==> src/rtl/sst_pkg.sv <==
// shared types and constants for the single-server fifo queue timer
package sst_pkg;

    // default number of waiting slots in the queue store
    localparam int QUEUE_DEPTH_DEF = 16;

    // event codes carried on the result channel
    typedef enum logic [1:0] {
        EV_ENTER   = 2'd0,
        EV_DEPART  = 2'd1,
        EV_BEGIN   = 2'd2,
        EV_REFUSE  = 2'd3
    } t_event_kind;

    // commands from controller to datapath
    typedef struct packed {
        logic load;      // input transfer: latch item, plan events, advance clock
        logic emit_arr;  // put arrival (enter or refuse) into the result register
        logic emit_dep;  // put departure into the result register
        logic emit_beg;  // put begin service into the result register
    } t_cmd;

    // status from datapath to controller
    typedef struct packed {
        logic now_arr;   // offered item carries an arrival
        logic now_dep;   // offered item would see a departure
        logic now_beg;   // offered item would see a service start
        logic held_dep;  // planned departure for the tick in progress
        logic held_beg;  // planned service start for the tick in progress
        logic out_free;  // result register can take a new result
        logic busy;      // server occupied
        logic q_empty;   // no packet waiting
    } t_sts;

endpackage

==> src/rtl/sst_ifs.sv <==
// valid/ready channel interfaces for input items and result items

interface sst_in_if;
    logic        valid;
    logic        ready;
    logic        arrives;
    logic [15:0] packet_id;
    logic [15:0] service_ticks;

    modport source (output valid, arrives, packet_id, service_ticks, input ready);
    modport sink   (input valid, arrives, packet_id, service_ticks, output ready);
endinterface

interface sst_out_if;
    logic        valid;
    logic        ready;
    logic [1:0]  event_kind;
    logic [15:0] event_packet;
    logic [31:0] event_time;
    logic [31:0] queue_wait;
    logic [31:0] system_time;
    logic        last_event;

    modport source (output valid, event_kind, event_packet, event_time, queue_wait,
                    system_time, last_event, input ready);
    modport sink   (input valid, event_kind, event_packet, event_time, queue_wait,
                    system_time, last_event, output ready);
endinterface

==> src/rtl/sst_ctrl.sv <==
// controller state machine: walks the events of one tick in order
module sst_ctrl import sst_pkg::*; (
    input  logic i_clk,
    input  logic i_rst_n,
    input  logic i_in_valid,
    output logic o_in_ready,
    input  t_sts i_sts,
    output t_cmd o_cmd
);

    typedef enum logic [2:0] {
        S_IDLE,
        S_ARR,
        S_DEP,
        S_RD,
        S_BEG
    } t_state;

    t_state r_state, n_state;

    // next state and commands
    always_comb begin
        n_state    = r_state;
        o_in_ready = 1'b0;
        o_cmd      = '0;
        case (r_state)
            S_IDLE: begin
                o_in_ready = 1'b1;
                if (i_in_valid) begin
                    o_cmd.load = 1'b1;
                    if (i_sts.now_arr)
                        n_state = S_ARR;
                    else if (i_sts.now_dep)
                        n_state = S_DEP;
                    else if (i_sts.now_beg)
                        n_state = S_RD;
                end
            end
            S_ARR: begin
                if (i_sts.out_free) begin
                    o_cmd.emit_arr = 1'b1;
                    if (i_sts.held_dep)
                        n_state = S_DEP;
                    else if (i_sts.held_beg)
                        n_state = S_RD;
                    else
                        n_state = S_IDLE;
                end
            end
            S_DEP: begin
                if (i_sts.out_free) begin
                    o_cmd.emit_dep = 1'b1;
                    n_state = i_sts.held_beg ? S_RD : S_IDLE;
                end
            end
            // wait state for the registered store read of the queue head
            S_RD: begin
                n_state = S_BEG;
            end
            S_BEG: begin
                if (i_sts.out_free) begin
                    o_cmd.emit_beg = 1'b1;
                    n_state = S_IDLE;
                end
            end
            default: begin
                n_state = S_IDLE;
            end
        endcase
    end

    // state register
    always_ff @(posedge i_clk) begin
        if (!i_rst_n) begin
            r_state <= S_IDLE;
        end else begin
            r_state <= n_state;
        end
    end

endmodule

==> src/rtl/sst_dp.sv <==
// datapath: tick clock, queue store and pointers, server state, result register
module sst_dp import sst_pkg::*; #(
    parameter int QUEUE_DEPTH = QUEUE_DEPTH_DEF
) (
    input  logic        i_clk,
    input  logic        i_rst_n,
    input  logic        i_arrives,
    input  logic [15:0] i_packet_id,
    input  logic [15:0] i_service_ticks,
    input  t_cmd        i_cmd,
    output t_sts        o_sts,
    sst_out_if.source   o_res
);

    localparam int AW = $clog2(QUEUE_DEPTH);
    localparam int CW = $clog2(QUEUE_DEPTH + 1);

    // queue store: service time, arrival time, id
    logic [63:0] r_mem [QUEUE_DEPTH];
    logic [63:0] r_rd_data;

    // control state
    logic [31:0]   r_tick;
    logic [AW-1:0] r_head;
    logic [AW-1:0] r_tail;
    logic [CW-1:0] r_count;
    logic          r_busy;
    logic [31:0]   r_end;
    logic [15:0]   r_serv_id;
    logic [31:0]   r_serv_arr;
    logic          r_enter;
    logic          r_dep;
    logic          r_beg;
    logic          r_valid;

    // latched item of the tick in progress
    logic [15:0] r_id;
    logic [15:0] r_svc;
    logic [31:0] r_now;

    // result payload
    logic [1:0]  r_kind;
    logic [15:0] r_packet;
    logic [31:0] r_time;
    logic [31:0] r_wait;
    logic [31:0] r_sys;
    logic        r_last;

    logic          full;
    logic          f_enter;
    logic          f_dep;
    logic          f_beg;
    logic          out_free;
    logic [AW-1:0] tail_nxt;
    logic [AW-1:0] head_nxt;
    logic [15:0]   rd_id;
    logic [31:0]   rd_arr;
    logic [15:0]   rd_svc;

    // event plan for the offered item
    always_comb begin
        full     = (r_count == CW'(QUEUE_DEPTH));
        f_enter  = i_arrives && !full;
        f_dep    = r_busy && (r_tick == r_end);
        f_beg    = (!r_busy || f_dep) && ((r_count != '0) || f_enter);
        out_free = !r_valid || o_res.ready;
        tail_nxt = (r_tail == AW'(QUEUE_DEPTH - 1)) ? '0 : r_tail + 1'b1;
        head_nxt = (r_head == AW'(QUEUE_DEPTH - 1)) ? '0 : r_head + 1'b1;
        rd_id    = r_rd_data[15:0];
        rd_arr   = r_rd_data[47:16];
        rd_svc   = r_rd_data[63:48];
    end

    // status
    always_comb begin
        o_sts.now_arr  = i_arrives;
        o_sts.now_dep  = f_dep;
        o_sts.now_beg  = f_beg;
        o_sts.held_dep = r_dep;
        o_sts.held_beg = r_beg;
        o_sts.out_free = out_free;
        o_sts.busy     = r_busy;
        o_sts.q_empty  = (r_count == '0);
    end

    // queue store write on entry
    always_ff @(posedge i_clk) begin
        if (i_cmd.emit_arr && r_enter) begin
            r_mem[r_tail] <= {r_svc, r_now, r_id};
        end
    end

    // registered read of the queue head
    always_ff @(posedge i_clk) begin
        r_rd_data <= r_mem[r_head];
    end

    // control state updates
    always_ff @(posedge i_clk) begin
        if (!i_rst_n) begin
            r_tick     <= '0;
            r_head     <= '0;
            r_tail     <= '0;
            r_count    <= '0;
            r_busy     <= 1'b0;
            r_end      <= '0;
            r_serv_id  <= '0;
            r_serv_arr <= '0;
            r_enter    <= 1'b0;
            r_dep      <= 1'b0;
            r_beg      <= 1'b0;
            r_valid    <= 1'b0;
        end else begin
            if (i_cmd.load) begin
                r_tick  <= r_tick + 32'd1;
                r_enter <= f_enter;
                r_dep   <= f_dep;
                r_beg   <= f_beg;
            end
            if (i_cmd.emit_arr && r_enter) begin
                r_tail  <= tail_nxt;
                r_count <= r_count + 1'b1;
            end
            if (i_cmd.emit_dep) begin
                r_busy <= 1'b0;
            end
            if (i_cmd.emit_beg) begin
                r_head     <= head_nxt;
                r_count    <= r_count - 1'b1;
                r_busy     <= 1'b1;
                r_end      <= r_now + {16'd0, rd_svc};
                r_serv_id  <= rd_id;
                r_serv_arr <= rd_arr;
            end
            // result register holds until transfer
            if (i_cmd.emit_arr || i_cmd.emit_dep || i_cmd.emit_beg)
                r_valid <= 1'b1;
            else if (o_res.ready)
                r_valid <= 1'b0;
        end
    end

    // item latch, zero service time raised to one tick
    always_ff @(posedge i_clk) begin
        if (i_cmd.load) begin
            r_id  <= i_packet_id;
            r_svc <= (i_service_ticks == '0) ? 16'd1 : i_service_ticks;
            r_now <= r_tick;
        end
    end

    // result payload
    always_ff @(posedge i_clk) begin
        if (i_cmd.emit_arr) begin
            r_kind   <= r_enter ? EV_ENTER : EV_REFUSE;
            r_packet <= r_id;
            r_time   <= r_now;
            r_wait   <= '0;
            r_sys    <= '0;
            r_last   <= !r_dep && !r_beg;
        end else if (i_cmd.emit_dep) begin
            r_kind   <= EV_DEPART;
            r_packet <= r_serv_id;
            r_time   <= r_now;
            r_wait   <= '0;
            r_sys    <= r_end - r_serv_arr;
            r_last   <= !r_beg;
        end else if (i_cmd.emit_beg) begin
            r_kind   <= EV_BEGIN;
            r_packet <= rd_id;
            r_time   <= r_now;
            r_wait   <= r_now - rd_arr;
            r_sys    <= '0;
            r_last   <= 1'b1;
        end
    end

    assign o_res.valid        = r_valid;
    assign o_res.event_kind   = r_kind;
    assign o_res.event_packet = r_packet;
    assign o_res.event_time   = r_time;
    assign o_res.queue_wait   = r_wait;
    assign o_res.system_time  = r_sys;
    assign o_res.last_event   = r_last;

endmodule

==> src/rtl/single_server_fifo_queue_timer.sv <==
// single-server fifo queue timer: one input item per tick, up to three results per tick
// a tick with no events stays in idle; otherwise each result has its own state, and a
// service start first waits a state for the registered queue-store read; a new item is
// taken only in idle; results stall the tick in progress when the sink holds ready low
// reset clears the tick clock, queue pointers and count, server state and result valid
// the queue store is not cleared: only entries counted in the queue are ever read
module single_server_fifo_queue_timer import sst_pkg::*; #(
    parameter int QUEUE_DEPTH = QUEUE_DEPTH_DEF
) (
    input  logic      i_clk,
    input  logic      i_rst_n,
    sst_in_if.sink    i_item,
    sst_out_if.source o_res
);

    t_cmd s_cmd;
    t_sts s_sts;

    // controller
    sst_ctrl u_ctrl (
        .i_clk      (i_clk),
        .i_rst_n    (i_rst_n),
        .i_in_valid (i_item.valid),
        .o_in_ready (i_item.ready),
        .i_sts      (s_sts),
        .o_cmd      (s_cmd)
    );

    // datapath
    sst_dp #(
        .QUEUE_DEPTH (QUEUE_DEPTH)
    ) u_dp (
        .i_clk           (i_clk),
        .i_rst_n         (i_rst_n),
        .i_arrives       (i_item.arrives),
        .i_packet_id     (i_item.packet_id),
        .i_service_ticks (i_item.service_ticks),
        .i_cmd           (s_cmd),
        .o_sts           (s_sts),
        .o_res           (o_res)
    );

    // at most one command per cycle
    a_cmd_onehot: assert property (@(posedge i_clk) disable iff (!i_rst_n)
        $onehot0({s_cmd.load, s_cmd.emit_arr, s_cmd.emit_dep, s_cmd.emit_beg}))
        else $error("more than one controller command in a cycle");

    // departure only from a busy server
    a_dep_busy: assert property (@(posedge i_clk) disable iff (!i_rst_n)
        s_cmd.emit_dep |-> s_sts.busy)
        else $error("departure with idle server");

    // service start only on an idle server with a waiting packet
    a_beg_ok: assert property (@(posedge i_clk) disable iff (!i_rst_n)
        s_cmd.emit_beg |-> (!s_sts.busy && !s_sts.q_empty))
        else $error("service start on busy server or empty queue");

    // begin service is always the final result of its tick
    a_beg_last: assert property (@(posedge i_clk) disable iff (!i_rst_n)
        (o_res.valid && (o_res.event_kind == EV_BEGIN)) |-> o_res.last_event)
        else $error("begin service not marked last");

endmodule
==> src/flat_wrapper.sv <==
// flat-port wrapper written by rule: the top's interface ports become plain ports
module single_server_fifo_queue_timer_flat import sst_pkg::*;
#(
    parameter int QUEUE_DEPTH = QUEUE_DEPTH_DEF
)
  (i_clk, i_rst_n, i_item_valid, i_item_arrives, i_item_packet_id, i_item_service_ticks, i_item_ready, o_res_valid, o_res_event_kind, o_res_event_packet, o_res_event_time, o_res_queue_wait, o_res_system_time, o_res_last_event, o_res_ready);
  sst_in_if i_item_i ();
  sst_out_if o_res_i ();
  input  logic i_clk;
  input  logic i_rst_n;
  input wire logic [$bits(i_item_i.valid)-1:0] i_item_valid;
  input wire logic [$bits(i_item_i.arrives)-1:0] i_item_arrives;
  input wire logic [$bits(i_item_i.packet_id)-1:0] i_item_packet_id;
  input wire logic [$bits(i_item_i.service_ticks)-1:0] i_item_service_ticks;
  output wire logic [$bits(i_item_i.ready)-1:0] i_item_ready;
  output wire logic [$bits(o_res_i.valid)-1:0] o_res_valid;
  output wire logic [$bits(o_res_i.event_kind)-1:0] o_res_event_kind;
  output wire logic [$bits(o_res_i.event_packet)-1:0] o_res_event_packet;
  output wire logic [$bits(o_res_i.event_time)-1:0] o_res_event_time;
  output wire logic [$bits(o_res_i.queue_wait)-1:0] o_res_queue_wait;
  output wire logic [$bits(o_res_i.system_time)-1:0] o_res_system_time;
  output wire logic [$bits(o_res_i.last_event)-1:0] o_res_last_event;
  input wire logic [$bits(o_res_i.ready)-1:0] o_res_ready;
  assign i_item_i.valid = i_item_valid;
  assign i_item_i.arrives = i_item_arrives;
  assign i_item_i.packet_id = i_item_packet_id;
  assign i_item_i.service_ticks = i_item_service_ticks;
  assign i_item_ready = i_item_i.ready;
  assign o_res_valid = o_res_i.valid;
  assign o_res_event_kind = o_res_i.event_kind;
  assign o_res_event_packet = o_res_i.event_packet;
  assign o_res_event_time = o_res_i.event_time;
  assign o_res_queue_wait = o_res_i.queue_wait;
  assign o_res_system_time = o_res_i.system_time;
  assign o_res_last_event = o_res_i.last_event;
  assign o_res_i.ready = o_res_ready;
  single_server_fifo_queue_timer #(.QUEUE_DEPTH(QUEUE_DEPTH)) u_core (.i_clk(i_clk), .i_rst_n(i_rst_n), .i_item(i_item_i), .o_res(o_res_i));
endmodule
==> config.mk <==
export PLATFORM = sky130hd
export DESIGN_NAME = single_server_fifo_queue_timer_flat
export DESIGN_NICKNAME = d
export VERILOG_FILES = /design/src/rtl/sst_pkg.sv /design/src/rtl/sst_ifs.sv /design/src/rtl/sst_ctrl.sv /design/src/rtl/sst_dp.sv /design/src/rtl/single_server_fifo_queue_timer.sv /design/src/flat_wrapper.sv
export SDC_FILE = /design/constraint.sdc
export NUM_CORES = 2
export LEC_CHECK = 0
export BUFFER_PORTS_ARGS = -buffer_cell sky130_fd_sc_hd__buf_2
export CORE_UTILIZATION = 40
export DETAILED_ROUTE_END_ITERATION = 8
export PLACE_DENSITY = 0.55
export SETUP_SLACK_MARGIN = 0.4
export SKIP_LAST_GASP = 1
export SYNTH_ARGS = -nofsm -noshare
export SYNTH_HDL_FRONTEND = slang
export SYNTH_SLANG_ARGS = --single-unit
==> constraint.sdc <==
create_clock -name i_clk -period 6.53 [get_ports i_clk]
set_input_delay 0.3265 -clock i_clk [delete_from_list [all_inputs] [get_ports i_clk]]
set_output_delay 0.3265 -clock i_clk [all_outputs]
set_load 0.02 [all_outputs]
## Word level (Yosys, flattened, before mapping)

Memory sizes are Yosys's and may differ from the RTL's. A register that Yosys moved wholly into a read port is not among the register bits.
Index checks and enable logic that the tools add are counted.

- Add/subtract/negate cells: 8
- Eq/ne operators: 13
- Muxes and demuxes: 42
- Reduce and logical (&&, ||, !) cells: 24

Operators with widths:

| operator | number |
|---|---|
| $mux 32 | 5 |
| $sub 32x32->32 | 2 |
| $mux 16 | 3 |
| $add 32x1->32 const B | 1 |
| $add 32x16->32 | 1 |
| $eq 32x32->1 | 1 |
| $mux 3 | 8 |
| $logic_not 16->1 | 1 |
| $mux 1 | 16 |
| $pmux 3 s5 | 1 |
| $mux 2 | 5 |
| $mux 5 | 2 |
| $add 4x1->4 const B | 2 |
| $eq 4x4->1 const B | 2 |
| $mux 4 | 2 |
| $ne 2x2->1 const B | 4 |
| $eq 3x2->1 const B | 2 |
| $reduce_bool 2->1 | 3 |
| $add 5x1->5 const B | 1 |
| $eq 5x5->1 const B | 1 |
| $logic_and 1x1->1 | 5 |
| $logic_not 1->1 | 5 |
| $logic_or 1x1->1 | 5 |
| $reduce_and 5->1 | 1 |
| 8 further kinds | 8 |

- Flip-flop bits (word level): 312
- RAM bits: 1024
- Input bits: 37
- Output and inout bits: 117
- Word-level logic and storage cells: 110
- Memories: 1

Memories:

| name | words | bits a word | read ports | clocked after memory_dff | wr ports | RTL line | RTL |
|---|---|---|---|---|---|---|---|
| u_core.u_dp.r_mem | 16 | 64 | 1 | 1 | 1 | sst_dp.sv:19 | `logic [63:0] r_mem [QUEUE_DEPTH];` |

## Logic depth before layout (Yosys ltp)

- Depth after elaboration: 10
- Gate-level depth with buffers: 12
- Mapped depth without buffers: 12

## Modules after synthesis

A second synthesis with hierarchy kept.

- Cell total of the unflattened synthesis: 3203
- Area total of the unflattened synthesis: 55912.4 µm²

Modules (own cells, without submodules):

| module | times used | cells an instance | area an instance (µm²) | sequential area each (µm²) |
|---|---|---|---|---|
| sst_dp | 1 | 3173 | 55672.1 | 39367.8 |
| sst_ctrl | 1 | 30 | 240.2 | 60.1 |

## Worst setup path after synthesis

No wires, ideal clock.

- Kind: reg2reg
- From: register u_core.u_ctrl.r_state[0]
- To: memory u_core.u_dp.r_mem[3][0], enable pin
- Arrival time: 5.856 ns
- Required time: 5.965 ns
- Setup slack: 0.109 ns
- Cell stages (with the launch flop): 8
- Cells stage by stage: dfxtp_1 > clkbuf_1 > nand2b_1 > nor3_1 > and2_1 > clkbuf_1 > nand2_1 > nor3_1

- Word-level cells in the longest chain between the ends: 5

Ends and longest elaborated chain:

| item | RTL line | RTL |
|---|---|---|
| start, declared | sst_ctrl.sv:19 | `t_state r_state, n_state;` |
| start signal, assigned | sst_ctrl.sv:77 | `r_state <= n_state;` |
| $eq 3x1->1 | sst_ctrl.sv:26 | `case (r_state)` |
| $mux 1 | sst_ctrl.sv:26 |  |
| $logic_and 1x1->1 | sst_dp.sv:88 | `if (i_cmd.emit_arr && r_enter) begin` |
| $mux 1 | sst_dp.sv:88 |  |
| $mux 1 (implied by the code) | sst_dp.sv:89 | `r_mem[r_tail] <= {r_svc, r_now, r_id};` |
| end, declared | sst_dp.sv:19 |  |

No other way between the ends.

## Worst setup path in the final report

- From: register u_core.u_dp.r_valid, in the netlist u_core.u_dp.o_res.valid
- To: register u_core.u_dp.r_last, in the netlist u_core.u_dp.o_res.last_event, enable pin

- Word-level cells in the longest chain between the ends: 5
- Elaborated cells between the ends (all ways): 7
- Those cells by class: mux (4); reduce/logical (3)

Ends and longest elaborated chain:

| item | RTL line | RTL |
|---|---|---|
| start, declared | sst_dp.sv:34 | `logic r_valid;` |
| start signal, assigned | sst_dp.sv:112 | `r_valid <= 1'b0;` |
| start signal, assigned | sst_dp.sv:137 | `r_valid <= 1'b1;` |
| start signal, assigned | sst_dp.sv:139 | `r_valid <= 1'b0;` |
| $logic_not 1->1 (*) | sst_dp.sv:66 | `out_free = !r_valid \|\| o_res.ready;` |
| $logic_or 1x1->1 (*) | sst_dp.sv:66 |  |
| $mux 1 (*) | sst_ctrl.sv:40, sst_ctrl.sv:51, sst_ctrl.sv:61 |  |
| $mux 1 | sst_ctrl.sv:26 |  |
| $reduce_bool 3->1 (no source line) (*) | - |  |
| end signal, assigned | sst_dp.sv:160 | `r_last <= !r_dep && !r_beg;` |
| end signal, assigned | sst_dp.sv:167 | `r_last <= !r_beg;` |
| end, declared | sst_dp.sv:47 | `logic r_last;` |

Mark *: on every way between the ends. The rest lies on a longest branch, timed or not.
A chain may end at the register's enable or synchronous reset.

==> impl_metrics.toml <==
[clock_tree]
htree_levels = 4
clk_latency_ns = 0.80
cts_buffer_depth = 3
cts_tree = "built"
cts_resized = 0
cts_hold_buf = 36
cts.reportedPaths.clkPinSlew_ns = 0.06
cts_setup_buffers = 0
cts_sinks = 1400
cts_made_buffers = 151
root_buffer = "clkbuf_16"

[pwr]
clockPowerShare = 0.368
switching_share = 0.282
p_total_mw = 22.9
p_switching_mw = 6.47
power_leakage_nw = 20.9
p_comb_frac = 0.144
pwr-share-seq = 0.488
power.density_nw_per_um2 = 359
power.internal_mw = 16.4
peakVddDrop_mv = 0.220

[worst_setup_path]
critPathSlowestCell = "or3_1"
path_cells = "nor2b_1, or3_1, nand2b_1, buf_4, nor2_4, buf_4, clkinv_2, buf_4"
r2r_slack_ns = 2.44
worstPathRequired_ns = 6.96
end_kind = "register"
cpMostUsedCell = "buf_4"
cp.depth = 8
max_stage_delay_ns = 0.72
cp_top_family = "buffers and inverters"
startpoint = "u_core.u_dp.o_res.valid$_SDFFE_PN0P_"
critPathLaunchType = "register"
r2r_start = "u_core.u_dp.o_res.valid$_SDFFE_PN0P_"
cp_num_buf_inv = 4
crit_end = "u_core.u_dp.o_res.last_event$_DFFE_PP_"
timing.rr.end = "u_core.u_dp.o_res.last_event$_DFFE_PP_"
crit_fanout = 43
worstRegToRegCells = 8
worstPathArrival_ns = 4.52
criticalPathCategory = "reg -> reg"

[detailed_routing]
drc = 0
met2_length_mm = 65.0
met1_length_mm = 64.1
num_vias = 29421
highest_layer = "met4"
wire_per_inst_um = 25.9
ant_nets = 0
drt-vias-per-instance = 5.45
postRouteWirelength_mm = 140
drt_iter0_markers = 2619
first_pass_iters = 5
route.met3.wl_mm = 7.35

[die]
ios = 154
core.rowCount = 136
core-area_um2 = 137000
die_y_um = 374
die_x_um = 374
die_area_um2 = 140000
initial_core_util = 0.403

[cells_and_area]
syn2layout_area_growth_pct = 15.4
drive_gt1_frac = 0.223
fin_util = 0.465
final_cell_mix = "edfxtp_1, mux4_2, nand2_1, dfxtp_1, a21oi_1"
layout_commonest_cell = "edfxtp_1"
fin_nets = 3602
fillers = 11711

[yosys]
synth-seq-area-share = 0.713
async_flop_share = 0
synth_seq_cells = 1400
syn_area_per_cell_um2 = 17.1
synth_nets = 3357
synth_cell_type_count = 75
synth_ff_type = "edfxtp_1"
syn_inst = 3228
netlist_area_um2 = 55300
synth_enable_flop_cells = 1139
yosysWarnings = 0

[placement]
hpwl_mm = 86.1
io_buffers = 153
gp_congestion = 0.846

[hold_path]
hold_class = "in -> reg"

[sta]
maxSlewHeadroom = 0.228
tightest_slew_ns = 1.15
whs_ns = 0.0774
post-route-period-util = 0.627
drv_slew = 0
setup_viol = 0
skew_ns = 0.0491
grt_setup_unrepaired = "false"
tns_ns = 0
fmax_mhz = 244
hold_violations = 0
finalCriticalPeriod_ns = 4.09

[job]
cap_violations = 0

[grt]
grt_pass1_vias = 29723
grt_first_pass_wirelength_mm = 204
grt.overflow.total = 0
grt_max_degree = 94
groute.usage.overall = 0.200
grt_antenna_before_repair = 5

[run_status]
status = "finished, final reports clean"
[worst min-delay path, cell delays in order]
cell and delay, ns:
buf_2 0.27, o21ai_0 0.15, a21oi_1 0.05
[how the worst min path moves through the flow]
| stage | cells past startpoint | startpoint | end |
|---|---|---|---|
| detailed placement | 2 | u_core.u_dp.o_res.system_time[11]$_SDFFE_PP0P_ | u_core.u_dp.o_res.system_time[11]$_SDFFE_PP0P_ |
| floorplan | 0 | u_core.u_dp.r_tick[27]$_SDFFE_PN0P_ | u_core.u_dp.r_now[27]$_DFFE_PP_ |
| global route | 3 | i_rst_n | u_core.u_dp.r_tick[30]$_SDFFE_PN0P_ |
| global placement | 2 | u_core.u_dp.o_res.system_time[14]$_SDFFE_PP0P_ | u_core.u_dp.o_res.system_time[14]$_SDFFE_PP0P_ |
| CTS | 3 | i_rst_n | u_core.u_dp.r_tick[30]$_SDFFE_PN0P_ |
| finish | 3 | i_rst_n | u_core.u_dp.r_end[21]$_SDFFE_PN0P_ |
[routing by layer]
layer,vias up,track usage
met4,0,0.0561
li1,13084,-
met2,795,0.314
met3,190,0.0313
met5,-,0
met1,15352,0.290
[cells in the mapped netlist, drive strengths merged, types with 4 or more instances]
cell       n  area share
nor4       5     0.00057
a21o      28      0.0038
nand4     21      0.0026
and3      12      0.0014
nor3      31      0.0032
nor2     126      0.0087
and2       6     0.00068
a31oi     16      0.0018
or2        5     0.00057
or3       14      0.0018
fa         4      0.0014
o21ai    105      0.0095
a311o      4     0.00072
o31ai      8      0.0014
nand3     35      0.0032
buf       33      0.0023
mux4     320        0.13
nor3b      6     0.00081
a21oi    167       0.015
xnor2     96       0.015
ha        88       0.020
clkbuf   125      0.0085
dfxtp    261       0.094
xor2      47      0.0074
nand2    286       0.020
o211ai     9      0.0012
inv       93      0.0064
o21bai     6     0.00081
a211oi    19      0.0026
o31a       4     0.00063
a22o       6     0.00095
a22oi     16      0.0022
o21a      17      0.0023
nor2b      9      0.0010
nand2b    20      0.0023
edfxtp  1139        0.62
[cell type report]
class                   count  area [um2]  share of cell area
diodes                      2        5.00           0.0000784
repair buffers            250        1700              0.0266
inverters                  95         368             0.00576
multi-input cells        1575       15100               0.237
clock inverters            72         836              0.0131
clock buffers             208        4120              0.0646
well taps                1794        2240              0.0352
flip-flops and latches   1400       39400               0.618
[flip-flops by register name, indices dropped and copies added (netlist names), 2 cells and up]
register / flops
u_core.u_dp.r_count: 5
u_core.u_dp.r_svc: 16
u_core.u_dp.r_serv_id: 16
u_core.u_dp.r_id: 16
u_core.u_dp.r_end: 32
u_core.u_ctrl.r_state: 3
u_core.u_dp.o_res.event_kind: 2
u_core.u_dp.r_tick: 32
u_core.u_dp.r_now: 32
u_core.u_dp.r_mem: 1024
u_core.u_dp.r_head: 4
u_core.u_dp.o_res.system_time: 32
u_core.u_dp.r_rd_data: 64
u_core.u_dp.o_res.event_packet: 16
u_core.u_dp.r_serv_arr: 32
u_core.u_dp.o_res.event_time: 32
u_core.u_dp.r_tail: 4
u_core.u_dp.o_res.queue_wait: 32
[power groups by stage]
stage / combinational, mW / clock, mW / sequential [mW]
3_5_place_dp: 3.31 / 0 / 11.4
3_3_place_gp: 3.31 / 0 / 11.4
4_1_cts: 3.34 / 8.63 / 11.2
6_report: 3.30 / 8.42 / 11.2
5_1_grt: 3.58 / 8.96 / 11.3
2_1_floorplan: 1.77 / 0 / 11.4
[logic make-up (layout without fill, tap and decap cells)]
| family | Yosys count | in the layout | share of synthesized area |
|---|---|---|---|
| flip-flops | 1400 | 1400 | 0.713 |
| AND/OR/NAND/NOR | 586 | 586 | 0.0478 |
| AO/OA/AOI/OAI | 433 | 433 | 0.0480 |
| multiplexers | 321 | 321 | 0.130 |
| buffers and inverters | 253 | 625 | 0.0173 |
| XOR/XNOR | 143 | 143 | 0.0226 |
| adder cells (fa/ha/maj) | 92 | 92 | 0.0213 |
| other | 0 | 2 | 0 |
[stage by stage]
step	instance area [um2]	std cells	setup slack [ns]
final	63800	5396	2.44
after global routing	63800	5394	2.11
after CTS	63800	5394	2.31
after detailed placement	58500	5078	2.22
after global placement	58500	5078	2.32
after floorplan	55400	3228	1.81
Power figures use the tool's default switching activity.
